### src/hdl/chm_pkg.sv
// Package: sizes, command and status types for the chained hash map engine.
package chm_pkg;
    localparam int BUCKETS      = 256;
    localparam int POOL_ENTRIES = 1024;
    localparam int KEY_SHIFT    = 4;
    localparam int BW = $clog2(BUCKETS);
    localparam int PW = $clog2(POOL_ENTRIES);
    localparam int IW = PW + 1;
    localparam logic [IW-1:0] NIL = IW'(POOL_ENTRIES);

    localparam logic [1:0] MODE_GET = 2'd0;
    localparam logic [1:0] MODE_INS = 2'd1;
    localparam logic [1:0] MODE_SET = 2'd2;
    localparam logic [1:0] MODE_REM = 2'd3;

    typedef struct packed {
        logic load;       // capture input item, start head read
        logic cur_head;   // take bucket head as current
        logic rd_entry;   // issue entry read at current index
        logic step;       // advance to link of entry just read
        logic match;      // latch hit on entry just read
        logic wr_value;   // write value_in at hit entry
        logic alloc;      // allocate and push new entry
        logic unlink;     // unlink hit entry
        logic free_pop;   // read link of free head
        logic finish;     // load result register
    } t_cmd;

    typedef struct packed {
        logic cur_nil;    // current index is null
        logic hit;        // entry just read matches key
        logic free_nil;   // free list empty
        logic fresh_nil;  // no fresh entries left
        logic [1:0] mode;
    } t_sts;
endpackage

### src/hdl/chm_ctrl.sv
// Controller: sequences chain walk, update and result handoff.
module chm_ctrl (
    input  logic          i_clk,
    input  logic          i_rst_n,
    input  logic          i_in_valid,
    output logic          o_in_ready,
    output logic          o_out_valid,
    input  logic          i_out_ready,
    input  chm_pkg::t_sts i_sts,
    output chm_pkg::t_cmd o_cmd
);
    import chm_pkg::*;

    localparam logic [2:0] S_IDLE = 3'd0, S_HEAD = 3'd1, S_CHK = 3'd2, S_RD = 3'd3,
                           S_CMP = 3'd4, S_UPD = 3'd5, S_DONE = 3'd6;
    logic [2:0] r_state, n_state;
    logic       r_ovld, n_ovld;
    logic [IW:0] r_steps, n_steps;

    assign o_in_ready  = (r_state == S_IDLE);
    assign o_out_valid = r_ovld;

    always_comb begin
        o_cmd = '0;
        n_state = r_state;
        n_steps = r_steps;
        n_ovld = r_ovld && !i_out_ready;
        unique case (r_state)
            S_IDLE: if (i_in_valid) begin
                o_cmd.load = 1'b1; n_state = S_HEAD;
            end
            S_HEAD: begin
                o_cmd.cur_head = 1'b1; n_steps = '0; n_state = S_CHK;
            end
            S_CHK: begin
                o_cmd.free_pop = !i_sts.free_nil;
                if (i_sts.cur_nil || r_steps >= (IW+1)'(POOL_ENTRIES)) n_state = S_UPD;
                else begin
                    o_cmd.rd_entry = 1'b1; n_state = S_CMP;
                end
            end
            S_CMP: begin
                if (i_sts.hit) begin
                    o_cmd.match = 1'b1; n_state = S_RD;
                end else begin
                    o_cmd.step = 1'b1; n_steps = r_steps + 1'b1; n_state = S_CHK;
                end
            end
            S_RD: begin
                n_state = S_DONE;
                unique case (i_sts.mode)
                    MODE_INS, MODE_SET: o_cmd.wr_value = 1'b1;
                    MODE_REM: o_cmd.unlink = 1'b1;
                    default: ;
                endcase
            end
            S_UPD: begin
                n_state = S_DONE;
                if (i_sts.mode == MODE_INS) o_cmd.alloc = 1'b1;
            end
            S_DONE: if (!r_ovld || i_out_ready) begin
                o_cmd.finish = 1'b1; n_ovld = 1'b1; n_state = S_IDLE;
            end
            default: n_state = S_IDLE;
        endcase
    end

    always_ff @(posedge i_clk) begin
        if (!i_rst_n) begin
            r_state <= S_IDLE; r_ovld <= 1'b0; r_steps <= '0;
        end else begin
            r_state <= n_state; r_ovld <= n_ovld; r_steps <= n_steps;
        end
    end

    a_one_op: assert property (@(posedge i_clk) disable iff (!i_rst_n)
        !(o_cmd.alloc && o_cmd.unlink)) else $error("alloc and unlink together");
    a_finish: assert property (@(posedge i_clk) disable iff (!i_rst_n)
        o_cmd.finish |=> o_out_valid) else $error("result lost");
    a_load: assert property (@(posedge i_clk) disable iff (!i_rst_n)
        o_cmd.load |=> r_state == S_HEAD) else $error("bad start");
endmodule

### config.mk
export PLATFORM = sky130hd
export DESIGN_NAME = chm_ctrl
export DESIGN_NICKNAME = d
export VERILOG_FILES = /design/src/hdl/chm_pkg.sv /design/src/hdl/chm_ctrl.sv
export SDC_FILE = /design/constraint.sdc
export NUM_CORES = 1
export LEC_CHECK = 0
export ABC_AREA = 0
export ABC_CLOCK_PERIOD_IN_PS = 2700
export BUFFER_PORTS_ARGS = -buffer_cell sky130_fd_sc_hd__buf_4
export CELL_PAD_IN_SITES_DETAIL_PLACEMENT = 0
export CELL_PAD_IN_SITES_GLOBAL_PLACEMENT = 1
export CORE_AREA = 10 10 59 61
export DETAILED_ROUTE_END_ITERATION = 8
export DIE_AREA = 0 0 69 71
export PLACE_DENSITY_LB_ADDON = 0.1
export REMOVE_ABC_BUFFERS = 1
export SETUP_SLACK_MARGIN = 0.1
export SLEW_MARGIN = 20
export SYNTH_ARGS = -nofsm -noshare
export SYNTH_HDL_FRONTEND = slang
export SYNTH_SLANG_ARGS = --single-unit
### constraint.sdc
create_clock -name i_clk -period 2.7 [get_ports i_clk]
set_clock_uncertainty 0.05 [all_clocks]
set_input_delay 0.135 -clock i_clk [delete_from_list [all_inputs] [get_ports i_clk]]
set_output_delay 0.135 -clock i_clk [all_outputs]
set_load 0.03 [all_outputs]
==> results.sh, run 1 <==
export IMPL_outcome="finished clean"
export IMPL_clock_path_buffers=2
export IMPL_yosysTopAreaCell="dfxtp_1"
export IMPL_yosysWarnings=0
export IMPL_cts_repair_resized=0
export IMPL_max_freq_mhz=517
export IMPL_gp_congestion=0.701
export IMPL_p_total_mw=0.504
export IMPL_synth_area_leaders="dfxtp_1 (34%), xnor2_1 (5.6%), nor2_1 (4.8%)"
export IMPL_design_core_area_mm2=0.00239
export IMPL_drt_wirelength_per_cell_um=13.0
export IMPL_crit_chain="or3b_1, a211o_1, or3_1, a21oi_1"
export IMPL_cts_tree="done"
export IMPL_synth_edf_count=0
export IMPL_dp_hpwl_um=1640
export IMPL_drt_pass1_iter_count=4
export IMPL_ant_nets=0
export IMPL_grt_max_degree=20
export IMPL_insertedDiodeCount=0
export IMPL_grt_util_all_layers=0.0880
export IMPL_drt_iter0_markers=42
export IMPL_cts_root_buf="clkbuf_4"
export IMPL_hold_path_class="input port to flip-flop"
export IMPL_cap_violations=0
export IMPL_timing_reg2reg_setup_slack_ns=0.76
export IMPL_p_per_area_mw_per_mm2=447
export IMPL_place_area_mm2=0.00109
export IMPL_design_area_mm2=0.00113
export IMPL_area_growth_pct=20.7
export IMPL_worstSetupStartpointType="flip-flop"
export IMPL_cts_buffers=3
export IMPL_synthArstFlopShare=0
export IMPL_postLayoutCoreUtil=0.473
export IMPL_finalCritPeriodShare=0.717
export IMPL_drive_above_1_share=0.227
export IMPL_grt_pass1_wl_um=3740
export IMPL_synthFlopType="dfxtp_1"
export IMPL_cts_setup_buffers=0
export IMPL_clkLatencyLatePin_ns=0.28
export IMPL_p_leak_nw=0.400
export IMPL_grt_setup_unrepaired="no"
export IMPL_vias_per_cell=5.22
export IMPL_worst_path_max_fanout=10
export IMPL_synth_cell_types=35
export IMPL_cp_top_family="simple AND/OR/NAND/NOR gates"
export IMPL_worst_setup_path_type="flip-flop to flip-flop"
export IMPL_die_x_um=69
export IMPL_min_period_ns=1.94
export IMPL_numPlacedInstances=158
export IMPL_postSynthCellCount=113
export IMPL_routed_wl_um=2100
export IMPL_vias=846
export IMPL_drc=0
export IMPL_worst_slew_pin_slew_ns=0.714
export IMPL_place_ws_ns=0.776
export IMPL_hold_worst_slack_ns=0.0739
export IMPL_seq_area_frac_synth=0.343
export IMPL_worstPathRequired_ns=2.86
export IMPL_path_clk_slew_ns=0.09
export IMPL_fin_nets=146
export IMPL_finalMaxSlewViolations=0
export IMPL_ir_drop_uv=287
export IMPL_endpoint_kind="flip-flop"
export IMPL_yosys_area_top_type_share=0.343
export IMPL_grt_ovfl_total=0
export IMPL_hold_violations=0
export IMPL_fin_ws_ns=0.764
export IMPL_synth_avg_cell_area_um2=8.27
export IMPL_slew_headroom=0.521
export IMPL_die_y_um=71
export IMPL_ys_ff_latch=16
export IMPL_htree_levels=1
export IMPL_grt_pass1_vias=831
export IMPL_port_buffers=20
export IMPL_cts_sinks=16
export IMPL_max_stage_delay_ns=0.54
export IMPL_finalNonFillerCells=162
export IMPL_fin_tns_setup_ns=0
export IMPL_syn_area_um2=935
export IMPL_rows=18
export IMPL_worstPathArrival_ns=2.09
export IMPL_dieArea_mm2=0.00490
export IMPL_num_io_pins=22
export IMPL_antenna_found_initial=0
export IMPL_cts_hold_repair_buffers=0
export IMPL_setup_viol=0
export IMPL_start_util=0.392
export IMPL_cp_slowest_cell="or3b_1"
export IMPL_cp_buffers_inverters=0
## sequential cells by signal, indices dropped and copies added, names as in the netlist
name,count
r_steps,12
o_out_valid,1
r_state,3
## worst register-to-register path: cells and delay by family, from the launching register on
kind	cells	cell delay, ns
and+or+nand+nor	2	0.86
DFF	1	0.41
AOI/OAI and AO/OA	2	0.54
## path summary, 6_finish.rpt
path,start,end,cells after the start
worst max-delay path,r_state[0]$_SDFFE_PN0P_,r_steps[7]$_SDFFE_PN0P_,4
worst min register to register,r_steps[9]$_SDFFE_PN0P_,r_steps[9]$_SDFFE_PN0P_,2
worst max register to register,r_state[0]$_SDFFE_PN0P_,r_steps[7]$_SDFFE_PN0P_,4
worst min-delay path,i_rst_n,r_steps[1]$_SDFFE_PN0P_,2
## Yosys cell counts (3+ instances only)
cell,number
nand2_1,5
a211oi_1,4
a21boi_0,3
nand3_1,4
clkbuf_1,4
nor2b_1,3
or3_1,4
dfxtp_1,16
nand2b_1,3
o21ai_0,7
nor2_1,12
ha_1,3
xnor2_1,6
nor3_1,3
inv_1,8
a21oi_1,5
## layer usage
metal,part of all wire,GRT usage
met1,0.47,0.102
met2,0.48,0.150
met3,0.044,0.0237
met4,0.0062,0.0336
met5,0,0
## report_power, final
part,switching [mW],internal (mW)
registers,0.0110,0.240
logic,0.0586,0.0379
clock network,0.0745,0.0820
## kinds of logic (layout without fill, tap and decap cells)
logic type,after synthesis,after routing,share of synthesized area
AO/OA/AOI/OAI,30,30,0.233
adder cells (fa/ha/maj),3,3,0.0402
multiplexers,1,1,0.0120
buffers and inverters,14,33,0.0723
flip-flops,16,16,0.343
AND/OR/NAND/NOR,43,43,0.244
XOR/XNOR,6,6,0.0562
## placed cells by master (no fill, tap or decap), types with 2 or more instances in the layout
cell type / instances
dfxtp_1: 16
nor3_1: 3
a21boi_0: 3
buf_4: 21
a211oi_1: 4
nand2_1: 5
or3_1: 4
nor2b_1: 3
nand3_1: 4
nor2_1: 12
a22oi_1: 2
a2111oi_2: 2
o21ai_0: 7
ha_1: 3
nand2b_1: 3
a21oi_1: 5
xnor2_1: 6
inv_1: 8
clkbuf_4: 3
or2_2: 2
## cell type report
| cell class | instances | area [um^2] |
|---|---|---|
| multi-input combinational | 83 | 547 |
| tap | 30 | 37.5 |
| sequential | 16 | 320 |
| timing repair buffer | 21 | 158 |
| clock buffer | 4 | 36.3 |
| inverter | 8 | 30.0 |
| fill | 262 | 1260 |
No activity file was read; power rests on OpenSTA's default activity.
==> inputs of run 2 (changes only) <==
Settings changed: ABC_CLOCK_PERIOD_IN_PS 2700 to 1750, CORE_AREA 10 10 59 61 to 10 10 64 66, DIE_AREA 0 0 69 71 to 0 0 74 76.
Clock period 2.7 ns to 1.75 ns, I/O delays scaled along.
==> run 2 against run 1 <==
Clock power up 59%. Global-route usage down 0.44 points. Largest power group unchanged. Sequential share of layout area down 2.9 points. Combinational power up 120%. Wire length up 8.3%. Worst hold slack worse by 0.052 ns. First-iteration DRC count up 4.8%. Critical path type unchanged. Sequential power up 50%.
==> results.sh, run 2 (synthesized netlist as in run 1, its figures left out) <==
export IMPL_hold_violations=0
export IMPL_outcome="finished clean"
export IMPL_endpoint_kind="flip-flop"
export IMPL_die_y_um=76
export IMPL_cts_buffers=3
export IMPL_die_x_um=74
export IMPL_vias_per_cell=5.01
export IMPL_fin_tns_setup_ns=0
export IMPL_grt_util_all_layers=0.0836
export IMPL_p_clk_frac=0.298
export IMPL_fillers=299
export IMPL_worst_setup_path_type="flip-flop to flip-flop"
export IMPL_p_sw_mw=0.242
export IMPL_routed_wl_um=2280
export IMPL_postLayoutCoreUtil=0.432
export IMPL_design_core_area_mm2=0.00293
export IMPL_drt_wirelength_per_cell_um=13.0
export IMPL_p_comb_frac=0.251
export IMPL_ir_drop_uv=342
export IMPL_dieArea_mm2=0.00562
export IMPL_grt_ovfl_total=0
export IMPL_largest_reg_flops=12
export IMPL_worstPathRequired_ns=1.90
export IMPL_drt_pass1_iter_count=4
export IMPL_seq_power_share=0.451
export IMPL_worst_path_max_fanout=5
export IMPL_antenna_found_initial=0
export IMPL_dp_hpwl_um=1800
export IMPL_numPlacedInstances=167
export IMPL_drt_iter0_markers=44
export IMPL_slew_headroom=0.738
export IMPL_design_area_mm2=0.00126
export IMPL_cts_sinks=16
export IMPL_path_clk_slew_ns=0.10
export IMPL_area_growth_pct=35.3
export IMPL_setup_viol=0
export IMPL_insertedDiodeCount=0
export IMPL_fin_nets=156
export IMPL_clock_path_buffers=2
export IMPL_cp_slowest_cell="or3b_4"
export IMPL_ant_nets=0
export IMPL_port_buffers=20
export IMPL_finalMaxSlewViolations=0
export IMPL_worstSetupStartpointType="flip-flop"
export IMPL_worst_slew_pin_slew_ns=0.391
export IMPL_cts_root_buf="clkbuf_4"
export IMPL_max_stage_delay_ns=0.41
export IMPL_gp_congestion=0.669
export IMPL_clkLatencyLatePin_ns=0.29
export IMPL_rows=20
export IMPL_vias=876
export IMPL_p_leak_nw=0.458
export IMPL_grt_max_degree=19
export IMPL_htree_levels=1
export IMPL_grt_pass1_wl_um=3890
export IMPL_grt_pass1_vias=866
export IMPL_cts_tree="done"
export IMPL_p_total_mw=0.834
export IMPL_cp_top_family="simple AND/OR/NAND/NOR gates"
export IMPL_grt_setup_unrepaired="yes"
export IMPL_num_io_pins=22
export IMPL_finalCritPeriodShare=0.954
export IMPL_internal_power_mw=0.592
export IMPL_start_util=0.319
export IMPL_drive_above_1_share=0.359
export IMPL_drc=0
export IMPL_switching_share=0.290
export IMPL_min_period_ns=1.67
export IMPL_p_per_area_mw_per_mm2=659
export IMPL_crit_chain="or3b_4, buf_4, a2111oi_2, xnor2_1, nor2_1"
export IMPL_place_area_mm2=0.00114
export IMPL_top_register="r_steps"
export IMPL_worstPathArrival_ns=1.82
export IMPL_hold_path_class="input port to flip-flop"
export IMPL_finalNonFillerCells=175
export IMPL_layout_common_cells="buf_4 (28), dfxtp_1 (14), nor2_1 (12), inv_1 (7), o21ai_0 (7)"
export IMPL_cap_violations=0
export IMPL_cp_buffers_inverters=1
export IMPL_final_common_cell="buf_4"
export IMPL_max_freq_mhz=599
==> run 2: routing by layer <==
metal  global-route usage  vias up  wire [um]
met2                0.131       13       1150
li1                     -      462          -
met5                    0        -          0
met1                0.101      397        947
met4               0.0336        0         35
met3               0.0273        4        143
==> run 2: power groups by stage <==
stage               Sequential [mW]  Combinational, mW  Clock, mW
detailed placement            0.382              0.183          0
global placement              0.382              0.183          0
global route                  0.377              0.229      0.281
CTS                           0.376              0.202      0.261
floorplan                     0.394             0.0902          0
finish                        0.376              0.209      0.249
==> run 2: path summary, 6_finish.rpt <==
check | from | to | slack (ns) | depth (start not counted)
worst min register to register | r_steps[9]$_SDFFE_PN0P_ | r_steps[9]$_SDFFE_PN0P_ | 0.44 | 2
worst min-delay path | i_rst_n | r_steps[1]$_SDFFE_PN0P_ | 0.02 | 2
worst max register to register | r_state[2]$_SDFFE_PN0P_ | r_steps[8]$_SDFFE_PN0P_ | 0.08 | 5
worst max-delay path | r_state[2]$_SDFFE_PN0P_ | r_steps[8]$_SDFFE_PN0P_ | 0.08 | 5
==> run 2: stage by stage <==
step / setup WS (ns) / hold slack [ns]
2_1_floorplan: -0.127 / 0.166
3_3_place_gp: 0.0387 / 0.318
3_5_place_dp: 0.0203 / 0.326
4_1_cts: 0.0851 / 0.0165
5_1_grt: 0.00138 / 0.0222
6_report: 0.0798 / 0.0216
==> run 2: timing repair <==
| item | in CTS | in global routing |
|---|---|---|
| setup buffers | 3 | 1 |
| resized for setup | 8 | 8 |
| setup endpoints to repair | 8 | 12 |
| hold buffers | 0 | 0 |
| pin swaps | 4 | 0 |
==> run 2: area by class of cell <==
type / count / area (um^2) / area share
flip-flops and latches: 16 / 323 / 0.255
multi-input cells: 83 / 591 / 0.467
repair buffers: 31 / 244 / 0.193
inverters: 8 / 30.0 / 0.0237
clock buffers: 4 / 36.3 / 0.0287
well taps: 33 / 41.3 / 0.0326
==> run 2: worst register-to-register path, cell delays in order, from the launching register on <==
cell and delay (ns):
dfxtp_2 0.35, or3b_4 0.41, buf_4 0.15, a2111oi_2 0.40, xnor2_1 0.16, nor2_1 0.05
